**config.mk**
```make
export PLATFORM = sky130hd
export DESIGN_NAME = morse_letter_keyer
export DESIGN_NICKNAME = d
export VERILOG_FILES = /design/src/hw/rtl/mlk_pkg.sv /design/src/hw/rtl/morse_letter_keyer.sv /design/src/hw/rtl/mlk_front.sv /design/src/hw/rtl/mlk_queue.sv /design/src/hw/rtl/mlk_back.sv
export VERILOG_INCLUDE_DIRS = /design/src /design/src/hw/rtl
export SDC_FILE = /design/constraint.sdc
export NUM_CORES = 1
export LEC_CHECK = 0
export BUFFER_PORTS_ARGS = -buffer_cell sky130_fd_sc_hd__buf_2
export CAP_MARGIN = 20
export CORE_ASPECT_RATIO = 1.1
export CORE_MARGIN = 10
export CORE_UTILIZATION = 45
export CTS_CLUSTER_SIZE = 8
export DETAILED_ROUTE_END_ITERATION = 10
export MAX_ROUTING_LAYER = met4
export SYNTH_ARGS = -nofsm -noshare
export SYNTH_HDL_FRONTEND = slang
export SYNTH_SLANG_ARGS = --single-unit
```
**constraint.sdc**
```tcl
create_clock -name i_clk -period 2.86 [get_ports i_clk]
set_input_delay 0.429 -clock i_clk [delete_from_list [all_inputs] [get_ports i_clk]]
set_output_delay 0.429 -clock i_clk [all_outputs]
set_load 0.02 [all_outputs]
```
**src/hw/rtl/morse_letter_keyer_macros.svh**
```systemverilog
`ifndef MORSE_LETTER_KEYER_MACROS_SVH
`define MORSE_LETTER_KEYER_MACROS_SVH

// same-cycle implication, checked outside reset
`define MLK_ASSERT_NOW(lbl, clk, rst_n, ante, cons) \
    lbl: assert property (@(posedge clk) disable iff (!(rst_n)) (ante) |-> (cons)) \
        else $error("same-cycle check failed");

// next-cycle implication, checked outside reset
`define MLK_ASSERT_NEXT(lbl, clk, rst_n, ante, cons) \
    lbl: assert property (@(posedge clk) disable iff (!(rst_n)) (ante) |=> (cons)) \
        else $error("next-cycle check failed");

`endif

```
**src/hw/rtl/mlk_pkg.sv**
```systemverilog
package mlk_pkg;

    localparam int DUR_W   = 12;
    localparam int CHAR_W  = 8;
    localparam int IDX_W   = 3;
    localparam int LEN_W   = 3;
    localparam int PAT_W   = 4;
    localparam int QDEPTH  = 4;
    localparam int QPTR_W  = $clog2(QDEPTH);
    localparam int QCNT_W  = $clog2(QDEPTH + 1);

    localparam logic [IDX_W-1:0] CFG_DOT_TIME     = 3'd0;
    localparam logic [IDX_W-1:0] CFG_DASH_TIME    = 3'd1;
    localparam logic [IDX_W-1:0] CFG_ELEMENT_GAP  = 3'd2;
    localparam logic [IDX_W-1:0] CFG_LETTER_GAP   = 3'd3;
    localparam logic [IDX_W-1:0] CFG_WORD_GAP     = 3'd4;

    localparam logic [DUR_W-1:0] RST_DOT_TIME     = 12'd100;
    localparam logic [DUR_W-1:0] RST_DASH_TIME    = 12'd300;
    localparam logic [DUR_W-1:0] RST_ELEMENT_GAP  = 12'd50;
    localparam logic [DUR_W-1:0] RST_LETTER_GAP   = 12'd400;
    localparam logic [DUR_W-1:0] RST_WORD_GAP     = 12'd600;

    localparam logic [CHAR_W-1:0] CHAR_SPACE   = 8'h20;
    localparam logic [CHAR_W-1:0] CHAR_UPPER_A = 8'h41;
    localparam logic [CHAR_W-1:0] CHAR_UPPER_Z = 8'h5A;
    localparam logic [CHAR_W-1:0] CHAR_LOWER_A = 8'h61;
    localparam logic [CHAR_W-1:0] CHAR_LOWER_Z = 8'h7A;

    typedef enum logic [1:0] {
        SYM_DOT        = 2'd0,
        SYM_DASH       = 2'd1,
        SYM_LETTER_GAP = 2'd2,
        SYM_WORD_GAP   = 2'd3
    } t_symbol;

    // one classified character; pattern is left aligned, 1 = dash
    typedef struct packed {
        logic             word;
        logic [LEN_W-1:0] len;
        logic [PAT_W-1:0] pat;
    } t_job;

    typedef struct packed {
        logic              full;
        logic              empty;
    } t_q_stat;

    typedef struct packed {
        logic             valid;
        logic [IDX_W-1:0] index;
        logic [DUR_W-1:0] data;
    } t_cfg_wr;

    function automatic t_job letter_code(input logic [4:0] idx);
        t_job j;
        j.word = 1'b0;
        case (idx)
            5'd0:    begin j.len = 3'd2; j.pat = 4'b0100; end
            5'd1:    begin j.len = 3'd4; j.pat = 4'b1000; end
            5'd2:    begin j.len = 3'd4; j.pat = 4'b1010; end
            5'd3:    begin j.len = 3'd3; j.pat = 4'b1000; end
            5'd4:    begin j.len = 3'd1; j.pat = 4'b0000; end
            5'd5:    begin j.len = 3'd4; j.pat = 4'b0010; end
            5'd6:    begin j.len = 3'd3; j.pat = 4'b1100; end
            5'd7:    begin j.len = 3'd4; j.pat = 4'b0000; end
            5'd8:    begin j.len = 3'd2; j.pat = 4'b0000; end
            5'd9:    begin j.len = 3'd4; j.pat = 4'b0111; end
            5'd10:   begin j.len = 3'd3; j.pat = 4'b1010; end
            5'd11:   begin j.len = 3'd4; j.pat = 4'b0100; end
            5'd12:   begin j.len = 3'd2; j.pat = 4'b1100; end
            5'd13:   begin j.len = 3'd2; j.pat = 4'b1000; end
            5'd14:   begin j.len = 3'd3; j.pat = 4'b1110; end
            5'd15:   begin j.len = 3'd4; j.pat = 4'b0110; end
            5'd16:   begin j.len = 3'd4; j.pat = 4'b1101; end
            5'd17:   begin j.len = 3'd3; j.pat = 4'b0100; end
            5'd18:   begin j.len = 3'd3; j.pat = 4'b0000; end
            5'd19:   begin j.len = 3'd1; j.pat = 4'b1000; end
            5'd20:   begin j.len = 3'd3; j.pat = 4'b0010; end
            5'd21:   begin j.len = 3'd4; j.pat = 4'b0001; end
            5'd22:   begin j.len = 3'd3; j.pat = 4'b0110; end
            5'd23:   begin j.len = 3'd4; j.pat = 4'b1001; end
            5'd24:   begin j.len = 3'd4; j.pat = 4'b1011; end
            5'd25:   begin j.len = 3'd4; j.pat = 4'b1100; end
            default: begin j.len = 3'd0; j.pat = 4'b0000; end
        endcase
        return j;
    endfunction

endpackage

```
**src/hw/rtl/morse_letter_keyer.sv**
```systemverilog
// channel   direction  handshake                  payload
// char      in         i_start, o_busy            i_char_code
// config    in         i_cfg_valid, o_cfg_ready   i_cfg_index, i_cfg_data
// result    out        o_strobe (per word)        o_symbol, o_mark_ms, o_space_ms, o_last
//
// a letter gives len+1 words on consecutive cycles (2 to 5), a space gives 1,
// other bytes give none; the back end emits one word per cycle while jobs are queued
// from an empty queue, a first word passes front reg, queue, back-end state and output reg
// a four-entry queue plus the front register absorb bursts; o_busy rises when both are full
// reset is synchronous, active low, and restores the default timings
// the receiver cannot stall; o_cfg_ready is always high
`include "morse_letter_keyer_macros.svh"

module morse_letter_keyer
    import mlk_pkg::*;
(
    input  logic              i_clk,
    input  logic              i_rst_n,
    input  logic              i_start,
    output logic              o_busy,
    input  logic [CHAR_W-1:0] i_char_code,
    input  logic              i_cfg_valid,
    output logic              o_cfg_ready,
    input  logic [IDX_W-1:0]  i_cfg_index,
    input  logic [DUR_W-1:0]  i_cfg_data,
    output logic              o_strobe,
    output logic [1:0]        o_symbol,
    output logic [DUR_W-1:0]  o_mark_ms,
    output logic [DUR_W-1:0]  o_space_ms,
    output logic              o_last
);

    t_q_stat q_stat;
    t_job    front_job;
    t_job    q_job;
    logic    push;
    logic    pop;
    t_cfg_wr cfg_wr;

    assign o_cfg_ready  = 1'b1;
    assign cfg_wr.valid = i_cfg_valid && o_cfg_ready;
    assign cfg_wr.index = i_cfg_index;
    assign cfg_wr.data  = i_cfg_data;

    mlk_front u_front (
        .i_clk       (i_clk),
        .i_rst_n     (i_rst_n),
        .i_start     (i_start),
        .i_char_code (i_char_code),
        .i_q_stat    (q_stat),
        .o_busy      (o_busy),
        .o_push      (push),
        .o_job       (front_job)
    );

    mlk_queue u_queue (
        .i_clk   (i_clk),
        .i_rst_n (i_rst_n),
        .i_push  (push),
        .i_job   (front_job),
        .i_pop   (pop),
        .o_job   (q_job),
        .o_stat  (q_stat)
    );

    mlk_back u_back (
        .i_clk      (i_clk),
        .i_rst_n    (i_rst_n),
        .i_cfg      (cfg_wr),
        .i_job      (q_job),
        .i_q_stat   (q_stat),
        .o_pop      (pop),
        .o_strobe   (o_strobe),
        .o_symbol   (o_symbol),
        .o_mark_ms  (o_mark_ms),
        .o_space_ms (o_space_ms),
        .o_last     (o_last)
    );

    `MLK_ASSERT_NOW(a_gap_is_last, i_clk, i_rst_n,
        o_strobe && (o_symbol == SYM_LETTER_GAP || o_symbol == SYM_WORD_GAP),
        o_last && (o_mark_ms == '0))
    `MLK_ASSERT_NOW(a_last_is_gap, i_clk, i_rst_n,
        o_strobe && o_last,
        o_symbol == SYM_LETTER_GAP || o_symbol == SYM_WORD_GAP)
    `MLK_ASSERT_NOW(a_busy_only_when_full, i_clk, i_rst_n,
        o_busy, q_stat.full)
    `MLK_ASSERT_NEXT(a_pop_gives_word, i_clk, i_rst_n,
        pop, ##1 o_strobe)

endmodule

```
**src/hw/rtl/mlk_front.sv**
```systemverilog
module mlk_front
    import mlk_pkg::*;
(
    input  logic              i_clk,
    input  logic              i_rst_n,
    input  logic              i_start,
    input  logic [CHAR_W-1:0] i_char_code,
    input  t_q_stat           i_q_stat,
    output logic              o_busy,
    output logic              o_push,
    output t_job              o_job
);

    logic              r_valid;
    t_job              r_job;
    logic              n_valid;
    t_job              n_job;
    logic              accept;
    logic              is_upper;
    logic              is_lower;
    logic              is_space;
    logic [CHAR_W-1:0] offset;

    assign o_busy = r_valid && i_q_stat.full;
    assign accept = i_start && !o_busy;
    assign o_push = r_valid && !i_q_stat.full;
    assign o_job  = r_job;

    always_comb begin
        is_upper = (i_char_code >= CHAR_UPPER_A) && (i_char_code <= CHAR_UPPER_Z);
        is_lower = (i_char_code >= CHAR_LOWER_A) && (i_char_code <= CHAR_LOWER_Z);
        is_space = (i_char_code == CHAR_SPACE);
        offset   = is_upper ? (i_char_code - CHAR_UPPER_A) : (i_char_code - CHAR_LOWER_A);
        n_job    = letter_code(offset[4:0]);
        if (is_space) begin
            n_job.word = 1'b1;
            n_job.len  = '0;
            n_job.pat  = '0;
        end
        n_valid = r_valid && i_q_stat.full;
        if (accept) begin
            n_valid = is_upper || is_lower || is_space;
        end
    end

    always_ff @(posedge i_clk) begin
        if (!i_rst_n) begin
            r_valid <= 1'b0;
        end else begin
            r_valid <= n_valid;
        end
        if (accept) begin
            r_job <= n_job;
        end
    end

endmodule

```
**src/hw/rtl/mlk_queue.sv**
```systemverilog
module mlk_queue
    import mlk_pkg::*;
(
    input  logic    i_clk,
    input  logic    i_rst_n,
    input  logic    i_push,
    input  t_job    i_job,
    input  logic    i_pop,
    output t_job    o_job,
    output t_q_stat o_stat
);

    t_job              r_mem [QDEPTH];
    logic [QPTR_W-1:0] r_wr_ptr;
    logic [QPTR_W-1:0] r_rd_ptr;
    logic [QCNT_W-1:0] r_count;
    logic              do_push;
    logic              do_pop;

    assign o_stat.full  = (r_count == QCNT_W'(QDEPTH));
    assign o_stat.empty = (r_count == '0);
    assign o_job        = r_mem[r_rd_ptr];
    assign do_push      = i_push && !o_stat.full;
    assign do_pop       = i_pop && !o_stat.empty;

    always_ff @(posedge i_clk) begin
        if (!i_rst_n) begin
            r_wr_ptr <= '0;
            r_rd_ptr <= '0;
            r_count  <= '0;
        end else begin
            if (do_push) begin
                r_wr_ptr <= r_wr_ptr + 1'b1;
            end
            if (do_pop) begin
                r_rd_ptr <= r_rd_ptr + 1'b1;
            end
            case ({do_push, do_pop})
                2'b10:   r_count <= r_count + 1'b1;
                2'b01:   r_count <= r_count - 1'b1;
                default: r_count <= r_count;
            endcase
        end
        if (do_push) begin
            r_mem[r_wr_ptr] <= i_job;
        end
    end

endmodule

```
**src/hw/rtl/mlk_back.sv**
```systemverilog
module mlk_back
    import mlk_pkg::*;
(
    input  logic             i_clk,
    input  logic             i_rst_n,
    input  t_cfg_wr          i_cfg,
    input  t_job             i_job,
    input  t_q_stat          i_q_stat,
    output logic             o_pop,
    output logic             o_strobe,
    output logic [1:0]       o_symbol,
    output logic [DUR_W-1:0] o_mark_ms,
    output logic [DUR_W-1:0] o_space_ms,
    output logic             o_last
);

    logic [DUR_W-1:0] r_dot;
    logic [DUR_W-1:0] r_dash;
    logic [DUR_W-1:0] r_elem_gap;
    logic [DUR_W-1:0] r_letter_gap;
    logic [DUR_W-1:0] r_word_gap;

    logic             r_act;
    logic             r_word;
    logic [LEN_W-1:0] r_left;
    logic [PAT_W-1:0] r_pat;

    logic             r_strobe;
    t_symbol          r_symbol;
    logic [DUR_W-1:0] r_mark;
    logic [DUR_W-1:0] r_space;
    logic             r_last;

    logic             finish;
    t_symbol          n_symbol;
    logic [DUR_W-1:0] n_mark;
    logic [DUR_W-1:0] n_space;

    assign finish = r_act && (r_word || (r_left == '0));
    assign o_pop  = (!r_act || finish) && !i_q_stat.empty;

    always_comb begin
        if (r_word) begin
            n_symbol = SYM_WORD_GAP;
            n_mark   = '0;
            n_space  = r_word_gap;
        end else if (r_left == '0) begin
            n_symbol = SYM_LETTER_GAP;
            n_mark   = '0;
            n_space  = r_letter_gap;
        end else if (r_pat[PAT_W-1]) begin
            n_symbol = SYM_DASH;
            n_mark   = r_dash;
            n_space  = r_elem_gap;
        end else begin
            n_symbol = SYM_DOT;
            n_mark   = r_dot;
            n_space  = r_elem_gap;
        end
    end

    always_ff @(posedge i_clk) begin
        if (!i_rst_n) begin
            r_dot        <= RST_DOT_TIME;
            r_dash       <= RST_DASH_TIME;
            r_elem_gap   <= RST_ELEMENT_GAP;
            r_letter_gap <= RST_LETTER_GAP;
            r_word_gap   <= RST_WORD_GAP;
            r_act        <= 1'b0;
            r_strobe     <= 1'b0;
        end else begin
            if (i_cfg.valid) begin
                case (i_cfg.index)
                    CFG_DOT_TIME:    r_dot        <= i_cfg.data;
                    CFG_DASH_TIME:   r_dash       <= i_cfg.data;
                    CFG_ELEMENT_GAP: r_elem_gap   <= i_cfg.data;
                    CFG_LETTER_GAP:  r_letter_gap <= i_cfg.data;
                    CFG_WORD_GAP:    r_word_gap   <= i_cfg.data;
                    default:         ;
                endcase
            end
            r_strobe <= r_act;
            if (o_pop) begin
                r_act <= 1'b1;
            end else if (finish) begin
                r_act <= 1'b0;
            end
        end
        if (o_pop) begin
            r_word <= i_job.word;
            r_left <= i_job.len;
            r_pat  <= i_job.pat;
        end else if (r_act && !finish) begin
            r_left <= r_left - 1'b1;
            r_pat  <= {r_pat[PAT_W-2:0], 1'b0};
        end
        r_symbol <= n_symbol;
        r_mark   <= n_mark;
        r_space  <= n_space;
        r_last   <= finish;
    end

    assign o_strobe   = r_strobe;
    assign o_symbol   = r_symbol;
    assign o_mark_ms  = r_mark;
    assign o_space_ms = r_space;
    assign o_last     = r_last;

endmodule
```
==> impl_results.md, run 1 <==
- Total Neg Setup Slack: 0 ps
- Largest net degree at the start of global routing: 35
- Worst setup EP type: flip-flop
- Comb power frac: 21.1%
- Residual DRC: 0
- Num ports: 57
- Post-CTS Setup Bufs: 0
- Final hold viol count: 0
- Worst EP required: between 3000 and 4000 ps
- Initial antenna violation count: 0
- Static Leakage: roughly 2.8 nW
- Clock power frac: 34.8%
- Area of the multi-input gates: between 2000 and 3000 um^2
- Worst-Margin Slew: 902 ps
- Predominant post-synthesis flop cell: dfxtp_1
- Status: completed
- Commonest cells after routing, fill and taps aside: nand2_1, dfxtp_1, buf_2
- FF/Latch Area: between 3000 and 4000 um^2
- GP Congestion: roughly 0.85
- Final Setup Violations: 0
- WL/cell: approximately 16 um
- Diode count: 0
- Starting Density: a little under half
- GRT Total Usage: 15.3%
- H-tree lvl count: 4
- Num CTS Buffers: 17
- Vias in the first global route: around 4500
- Pins Over Slew Limit: 0
- Max Buffers Root-to-Sink: 2
- Die width: around 130 um
- Psw: about 0.0018 W
- Synth Instances: between 600 and 700
- Period minus WS final: between 2000 and 2500 ps
- TritonCTS clock tree: done
- Layout cells sized above 1: between 10% and 20%
- Hold_buf cts: 0
- Highest clock rate: 404 MHz
- Yosys reg bits: 147
- Die Ht: around 140 um
- Yosys Warn Count: 0
- Post-Syn Area: between 6000 and 7000 um^2
- Routed WL: about 14 mm
- Register area share after synthesis: a little over half
- First-pass GRT wire length: 22.6 mm
- Kind of critical path: reg -> reg
- Slew headroom: approximately two fifths
- Die Area: ~19000 um^2
- DR vias/cell: between 5 and 6
- Unique cell type count in the Yosys netlist: 55
- DP Area: about 6700 um^2
- Syn nets: ~660
- Crit path launch type: flip-flop
- Rows: 45
- Yosys top cell by area: dfxtp_1
- Vias: between 4000 and 5000
- Pint: roughly 0.0042 W
- Net Sw Frac: just under 30%
- Number of clock sinks: roughly 150
- Setup repair after global routing missed its margin: no
- Max Cap Viol: 0
- CTS Root Cell: clkbuf_16
- Total design power: 0.00601 W
- Design Area, Final: between 7000 and 8000 um^2
- Core area: roughly 14000 um^2
- # port buffers: 55
- Commonest non-fill, non-tap cell in the layout: nand2_1
- Iter 0 DRT Violations: roughly 240
- Worst VDD drop: ~0.0005 V
- Final period util: between 80% and 90%
- Dpl hpwl: 9.21 mm
- Share of the synthesized area in the top cell type: between 30% and 40%
- Sequential power share: ~44%
- Synthesis-to-finish area growth: 15.9%
- Nets: around 700
- PostCTS Resize Cnt: 0
- Syn Area/Cell: between 10 and 15 um^2
- Post-synth EDFFs: 48
- CP arrival: approximately 2800 ps
- Async set or reset register ratio after synthesis: 0%
- Clk slew on worst S/H paths: about 50 ps
- Top post-synthesis cells by area: dfxtp_1, edfxtp_1, nand2_1, a21boi_0, mux2i_1
- Fill cell count: 1258
- Cell Pwr Density: 832 nW/um^2
- TritonRoute pass-1 iters: 5
- GR Overflow Total: 0
- Clock skew: slightly above 10 ps
- Clk_lat worst skew: 420 ps
- Antenna Nets Post-Route: 0
- Worst hold margin: slightly below 300 ps
- CP Max Fanout: 4
- Worst hold path class: in -> reg
==> path summary, 6_finish.rpt <==
kind,cells past startpoint,endpoint,startpoint,slack (ps)
worst max-delay path,11,u_queue.r_count[2]$_SDFFE_PN0P_,u_back.r_left[0]$_DFFE_PP_,380
worst min-delay path,3,u_front.r_valid$_SDFF_PN0_,i_start,290
worst max register to register,11,u_queue.r_count[2]$_SDFFE_PN0P_,u_back.r_left[0]$_DFFE_PP_,380
worst min register to register,2,u_back.o_space_ms[7]$_DFF_P_,u_back.r_word_gap[7]$_SDFFE_PN0P_,460
==> cells by family after synthesis <==
group	synth area share [%]
and+or+nand+nor	17.2
DFF	54.9
AOI/OAI and AO/OA	11.5
buffers and inverters	3.67
muxes	8.29
adders and majority gates	3.13
xor gates and xnor gates	1.26
other	0.0602
==> critical path, stage by stage (launching register included) <==
cell and delay (ps):
edfxtp_1 410, inv_1 80, ha_1 140, ha_1 160, nor2_1 80, a21oi_1 180, ha_1 210, inv_1 70
fa_1 430, xor2_1 160, or3_1 310, a21boi_0 170
==> registers in the layout, summed over array words and instances, names as in the netlist, 4 cells and up, named ones only <==
name and cells:
u_queue.r_mem 32, u_back.o_mark_ms 12, u_back.o_space_ms 12, u_back.r_dash 12, u_back.r_dot 12, u_back.r_elem_gap 12
u_back.r_letter_gap 12, u_back.r_word_gap 12, u_front.o_job 8, u_back.r_pat 4
==> power groups by stage <==
stage               Clock (W)  Sequential [W]  Combinational, W
floorplan                   0         0.00273          0.000821
global placement            0         0.00269           0.00125
detailed placement          0         0.00270           0.00128
CTS                   0.00213         0.00265           0.00129
global route          0.00223         0.00269           0.00142
finish                0.00209         0.00265           0.00127
==> area by class of cell <==
class / instances / share of cell area, %
clock buffers: 23 / 6.91
clock inverters: 9 / 0.953
inverters: 18 / 0.935
multi-input cells: 416 / 35.7
flip-flops and latches: 147 / 47.4
well taps: 188 / 3.26
repair buffers: 65 / 4.85
==> synthesized netlist by cell type, types with 14 or more instances <==
cell	number
ha_1	14
nand2_1	153
a21boi_0	44
edfxtp_1	48
and2_1	16
nand3_1	22
clkbuf_1	28
mux2i_1	28
inv_1	18
o21ai_0	27
dfxtp_1	99
nor2_1	24
==> through the flow <==
| step | instances | setup slack (ps) | utilization (%) |
|---|---|---|---|
| 3_5_place_dp | 834 | 124 | 48.7 |
| 4_1_cts | 866 | 343 | 52.8 |
| 6_report | 866 | 384 | 52.8 |
| 2_1_floorplan | 619 | 398 | - |
| 3_3_place_gp | 834 | 237 | 48.7 |
| 5_1_grt | 866 | 152 | 52.8 |
==> routing by layer <==
metal | up-vias | share of wire (%) | wire length (um) | GRT usage (%)
met4 | 0 | 1.9 | 263 | 7.30
met2 | 119 | 46 | 6270 | 23.1
met5 | - | 0 | 0 | -
met3 | 20 | 4.4 | 599 | 3.42
li1 | 2208 | - | - | -
met1 | 2116 | 47 | 6410 | 19.2
(Power assumes the default switching activity.)
==> run 2: changes to the inputs <==
CORE_UTILIZATION = 39   (was 45)
SETUP_SLACK_MARGIN = 0.15   (was unset)
clock period = 3.2 ns   (was 2.86 ns; I/O delays follow)
==> run 2 against run 1 <==
Net effect: fmax shrank 1.3%; hold slack better by 46 ps; cell count up 1.2%; core utilization is 6.2 points lower; non-clock buffer count shrank 3.
==> impl_results.md, run 2 (synthesized netlist as in run 1, its figures left out) <==
- Number of clock sinks: 147 (unchanged)
- Die Area: 21400 um^2 (+13%)
- Kind of critical path: reg -> reg
- H-tree lvl count: 4 (unchanged)
- DP Area: 6640 um^2 (-0.23%)
- Status: completed
- Clk slew on worst S/H paths: 60 ps (about the same)
- Max reg flops: 32 (unchanged)
- Commonest cells after routing, fill and taps aside: nand2_1, dfxtp_1, buf_2
- Design Area, Final: 7310 um^2 (+1.1%)
- Core area: 15700 um^2 (+15%)
- Antenna Nets Post-Route: 0 (unchanged)
- Worst-Margin Slew: 919 ps (+16.4 ps)
- Num CTS Buffers: 17 (unchanged)
- Reg-to-reg critical path startpoint: u_back.r_left[0]$_DFFE_PP_
- Commonest non-fill, non-tap cell in the layout: nand2_1
- Slew headroom: 38.8% (-1.1 points)
- GRT Total Usage: 13.3% (-2.0 points)
- Layout cells sized above 1: 16.3% (-0.22 points)
- Hold_sp: i_start
- Fill cell count: 1456 (+16%)
- Rows: 48 (+6.7%)
- Starting Density: 39.8% (-5.8 points)
- Cell Pwr Density: 766 nW/um^2 (-7.9%)
- Post-CTS Setup Bufs: 0 (unchanged)
- PostCTS Resize Cnt: 0 (unchanged)
- CTS Root Cell: clkbuf_16
- CP arrival: 2850 ps (+30 ps)
- Max Cap Viol: 0 (unchanged)
- Vias in the first global route: 4504 (-0.40%)
- Die width: 141 um (+6.3%)
- Residual DRC: 0 (unchanged)
- # port buffers: 55 (unchanged)
- Max Buffers Root-to-Sink: 2 (unchanged)
- Worst hold path class: in -> reg
- Final hold viol count: 0 (unchanged)
- Synthesis-to-finish area growth: 17.2%
- CP Max Fanout: 4 (unchanged)
- Iter 0 DRT Violations: 190 (-22%)
- First-pass GRT wire length: 22.7 mm (+0.58%)
- Highest clock rate: 399 MHz (-1.3%)
- GR Overflow Total: 0 (unchanged)
- Clk_lat worst skew: 420 ps (about the same)
- Clock skew: 9.77 ps (-0.283 ps)
- Static Leakage: 2.82 nW (+1.0%)
- CP startpoint: u_back.r_left[0]$_DFFE_PP_
- Largest net degree at the start of global routing: 73 (+110%)
- Worst VDD drop: 0.000435 V (-14%)
- Initial antenna violation count: 1 (+1)
- Nets: 704 (-0.42%)
- Num ports: 57 (unchanged)
- WL/cell: 15.7 um (+0.36%)
- Final Setup Violations: 0 (unchanged)
- Period minus WS final: 2510 ps (+31.4 ps)
- Worst setup EP type: flip-flop
- TritonCTS clock tree: done
- Crit path launch type: flip-flop
- Hold_buf cts: 0 (unchanged)
- Dpl hpwl: 9.39 mm (+1.9%)
- DR vias/cell: 5.08 (-1.5%)
- Setup repair after global routing missed its margin: no
- Vias: 4449 (-0.31%)
- Worst EP required: 3540 ps (+340 ps)
- Final period util: 78.4% (-8.2 points)
- GP Congestion: 0.816 (-4.3%)
- TritonRoute pass-1 iters: 4 (-1)
- Routed WL: 13.7 mm (+1.5%)
- Die Ht: 153 um (+6.4%)
- Total Neg Setup Slack: 0 ps (unchanged)
- Pins Over Slew Limit: 0 (unchanged)
- Most flop-heavy register: u_queue.r_mem
## run 2: final timing paths
kind	to	slack, ps	depth (start not counted)
setup reg to reg	u_queue.r_count[2]$_SDFFE_PN0P_	690	11
hold reg to reg	u_back.o_space_ms[10]$_DFF_P_	450	2
setup / recovery	u_queue.r_count[2]$_SDFFE_PN0P_	690	11
hold / removal	u_front.r_valid$_SDFF_PN0_	340	3
## run 2: critical path, stage by stage (launching register included)
cell	delay [ps]
edfxtp_1	390
inv_1	70
ha_1	150
ha_1	160
nor2_1	80
a21oi_1	250
ha_1	230
inv_1	70
fa_1	430
xor2_1	150
or3_1	290
a21boi_0	160
## run 2: metrics by stage
step	hold slack (ps)	setup WS [ps]	util, %	total power [W]	std cells
floorplan	425	738	-	0.00318	619
CTS	320	662	46.5	0.00566	874
finish	340	692	46.6	0.00559	876
global route	342	491	46.6	0.00588	876
global placement	437	361	42.4	0.00352	842
detailed placement	442	306	42.4	0.00354	842
## run 2: cell type report
type | instances | area, um^2 | area share (%)
clock buffers | 20 | 479 | 6.56
clock inverters | 12 | 163 | 2.23
inverters | 18 | 67.6 | 0.925
flip-flops and latches | 147 | 3420 | 46.9
diodes | 1 | 2.50 | 0.0343
multi-input cells | 416 | 2580 | 35.3
well taps | 200 | 250 | 3.43
repair buffers | 62 | 340 | 4.66
## run 2: routing by layer
layer  wire length [um]  track usage [%]  part of all wire (%)  vias to the layer above
met5                  0                -                     0                        -
met4                257             5.41                   1.9                        0
met3                493             2.90                   3.6                       21
met2               6890             22.0                    50                       87
met1               6110             15.4                    44                     2131
li1                   -                -                     -                     2210
## run 2: report_power, final
group          internal, W  leakage [nW]  total (W)  switching [W]
logic             0.000462          1.25    0.00112       0.000662
clock network      0.00133         0.314    0.00210       0.000772
registers          0.00220          1.25    0.00236       0.000160
total              0.00400          2.82    0.00559        0.00159
==> run 3: changes to the inputs <==
clock period = 2.49 ns   (was 3.2 ns; I/O delays follow)
==> run 3 against run 2 <==
Net effect: count of clock-buffer cells in the layout is 1 higher; core utilization grew 0.97 points; sequential power grew 29%; register-to-register slack worse by 390 ps; cell area up 2.1%; flip-flop and latch count unchanged; combinational power increased by 41%; highest routed layer unchanged.
==> impl_results.md, run 3 (synthesized netlist as in run 1, its figures left out) <==
- Status: completed
- R2R depth: 11 (unchanged)
- Nets: 716 (+1.7%)
- GRT Total Usage: 13.6% (+0.22 points)
- GP Congestion: 0.838 (+2.7%)
- Highest clock rate: 456 MHz (+14%)
- Slowest stage delay, CP: 400 ps (-30 ps)
- Vias in the first global route: 4494 (-0.22%)
- Kind of critical path: reg -> reg
- Hold_sp: i_char_code[7]
- Clock skew: 9.52 ps (-0.250 ps)
- Num CTS Buffers: 17 (unchanged)
- Die Area: 21400 um^2 (unchanged)
- Clk_lat worst skew: 420 ps (about the same)
- Worst setup EP type: flip-flop
- Hold Crit Depth: 3 (unchanged)
- H-tree lvl count: 4 (unchanged)
- Routed WL: 14.2 mm (+3.2%)
- Slowest-stage cell, CP: edfxtp_1
- Crit path launch type: flip-flop
- Setup repair after global routing missed its margin: yes
- Layout cells sized above 1: 18.9% (+2.6 points)
- Commonest non-fill, non-tap cell in the layout: nand2_1
- Cell mode on critical path: ha_4
- Reg-to-reg critical path startpoint: u_back.r_left[0]$_DFFE_PP_
- Die Ht: 153 um (unchanged)
- Final period util: 88.0% (+9.7 points)
- Worst path bufs/invs: 2 (unchanged)
- Initial antenna violation count: 0 (-1)
- Num ports: 57 (unchanged)
- Antenna Nets Post-Route: 0 (unchanged)
- Pins Over Slew Limit: 0 (unchanged)
- Starting Density: 39.8% (unchanged)
- CP Max Fanout: 4 (unchanged)
- Setup slack, reg-to-reg: 300 ps (-390 ps)
- TritonCTS clock tree: done
- Dpl hpwl: 9.58 mm (+2.0%)
- DR vias/cell: 5.10 (+0.34%)
- Most flop-heavy register: u_queue.r_mem
- GR Overflow Total: 0 (unchanged)
- Period minus WS final: 2190 ps (-316 ps)
- Crit path cell chain: inv_2 > ha_4 > ha_4 > nor2_2 > a21oi_2 > ha_2 > inv_1 > fa_2 > xor2_1 > or3_1 > a21boi_1
- DP Area: 6720 um^2 (+1.2%)
- Number of clock sinks: 147 (unchanged)
- Total Neg Setup Slack: 0 ps (unchanged)
- Slew headroom: 40.3% (+1.5 points)
- Residual DRC: 0 (unchanged)
- Final Setup Violations: 0 (unchanged)
- TritonRoute pass-1 iters: 5 (+1)
- Worst VDD drop: 0.000601 V (+38%)
- Max Buffers Root-to-Sink: 2 (unchanged)
- Final hold viol count: 0 (unchanged)
- Cell Pwr Density: 1010 nW/um^2 (+32%)
- Worst-Margin Slew: 896 ps (-23.1 ps)
- Design Area, Final: 7460 um^2 (+2.1%)
- CTS Root Cell: clkbuf_16
- Max reg flops: 32 (unchanged)
- WL/cell: 16.0 um (+1.9%)
- Worst EP required: 2840 ps (-700 ps)
- Worst hold margin: 252 ps (-88.0 ps)
- Clk slew on worst S/H paths: 60 ps (about the same)
- Rows: 48 (unchanged)
- Largest net degree at the start of global routing: 34 (-53%)
- Delay-heaviest family, CP: adder cells
- RR Endpoint: u_queue.r_count[2]$_SDFFE_PN0P_
- Core area: 15700 um^2 (unchanged)
- Iter 0 DRT Violations: 259 (+36%)
- Commonest cells after routing, fill and taps aside: nand2_1, dfxtp_1, buf_2
- Total design power: 0.00751 W (+34%)
- Static Leakage: 2.90 nW (+2.8%)
- Vias: 4520 (+1.6%)
- Diode count: 0 (-1)
- CP arrival: 2540 ps (-310 ps)
- Hold_buf cts: 0 (unchanged)
- Hold Crit Endpoint: u_front.r_valid$_SDFF_PN0_
- First-pass GRT wire length: 23.0 mm (+1.2%)
- # port buffers: 55 (unchanged)
- Die width: 141 um (unchanged)
- Worst hold path class: in -> reg
- Max Cap Viol: 0 (unchanged)
- Synthesis-to-finish area growth: 19.7%
-- run 3: cell types whose count changed in the layout (fill, tap and decap cells not counted), sizes merged --
cell      change
inv           +1
clkinvlp      -1
clkbuf        +1
bufinv        +1
diode         -1
buf          +12
clkinv        -2
-- run 3: area by class of cell --
class	instances	area [um^2]
Fill cell	1437	8220
Sequential cell	147	3420
Multi-Input combinational cell	416	2620
Clock buffer	21	503
Timing Repair Buffer	74	418
Tap cell	200	250
Clock inverter	11	180
Inverter	18	67.6
-- run 3: layer usage --
layer	wire length, um	up-vias	track usage [%]
met5	0	-	-
met2	6930	106	21.8
met1	6430	2162	16.0
li1	-	2233	-
met3	575	19	3.34
met4	244	0	5.12
-- run 3: timing repair --
action | CTS | global route
endpoints found under the setup margin | 1 | 2
resized for setup | 3 | 6
pin swaps | 3 | 6
setup buffers | 2 | 1
-- run 3: worst reg2reg max path, stage by stage (launching register included) --
cell      delay, ps
edfxtp_1        400
inv_2            90
ha_4            130
ha_4            130
nor2_2           60
a21oi_2         130
ha_2            190
inv_1            50
fa_2            330
xor2_1          160
or3_1           300
a21boi_1        150
-- run 3: metrics by stage --
stage / utilization (%) / instances / worst slack (ps)
final: 47.6 / 887 / 298
after global routing: 47.6 / 887 / 145
after CTS: 47.3 / 886 / 184
after detailed placement: 42.9 / 852 / 81.4
after global placement: 42.9 / 852 / 204
after floorplan: - / 619 / 155
-- run 3: how the worst max path moves through the flow --
stage | from | end | slack [ps] | cells after the start
3_3_place_gp | u_back.r_left[0]$_DFFE_PP_ | u_queue.r_count[2]$_SDFFE_PN0P_ | 200 | 11
5_1_grt | u_back.r_left[0]$_DFFE_PP_ | u_queue.r_count[2]$_SDFFE_PN0P_ | 150 | 11
6_report | u_back.r_left[0]$_DFFE_PP_ | u_queue.r_count[2]$_SDFFE_PN0P_ | 300 | 11
4_1_cts | u_back.r_left[0]$_DFFE_PP_ | u_queue.r_count[2]$_SDFFE_PN0P_ | 180 | 11
3_5_place_dp | u_back.r_left[0]$_DFFE_PP_ | u_queue.r_count[2]$_SDFFE_PN0P_ | 80 | 11
2_1_floorplan | u_back.r_left[0]$_DFFE_PP_ | u_queue.r_count[2]$_SDFFE_PN0P_ | 150 | 12
-- run 3: power breakdown --
part,total (W),switching [W],internal (W),leakage [nW]
Clock,0.00288,0.00101,0.00187,0.339
Sequential,0.00305,0.000218,0.00283,1.25
Combinational,0.00158,0.000908,0.000671,1.30
Total,0.00751,0.00214,0.00538,2.90
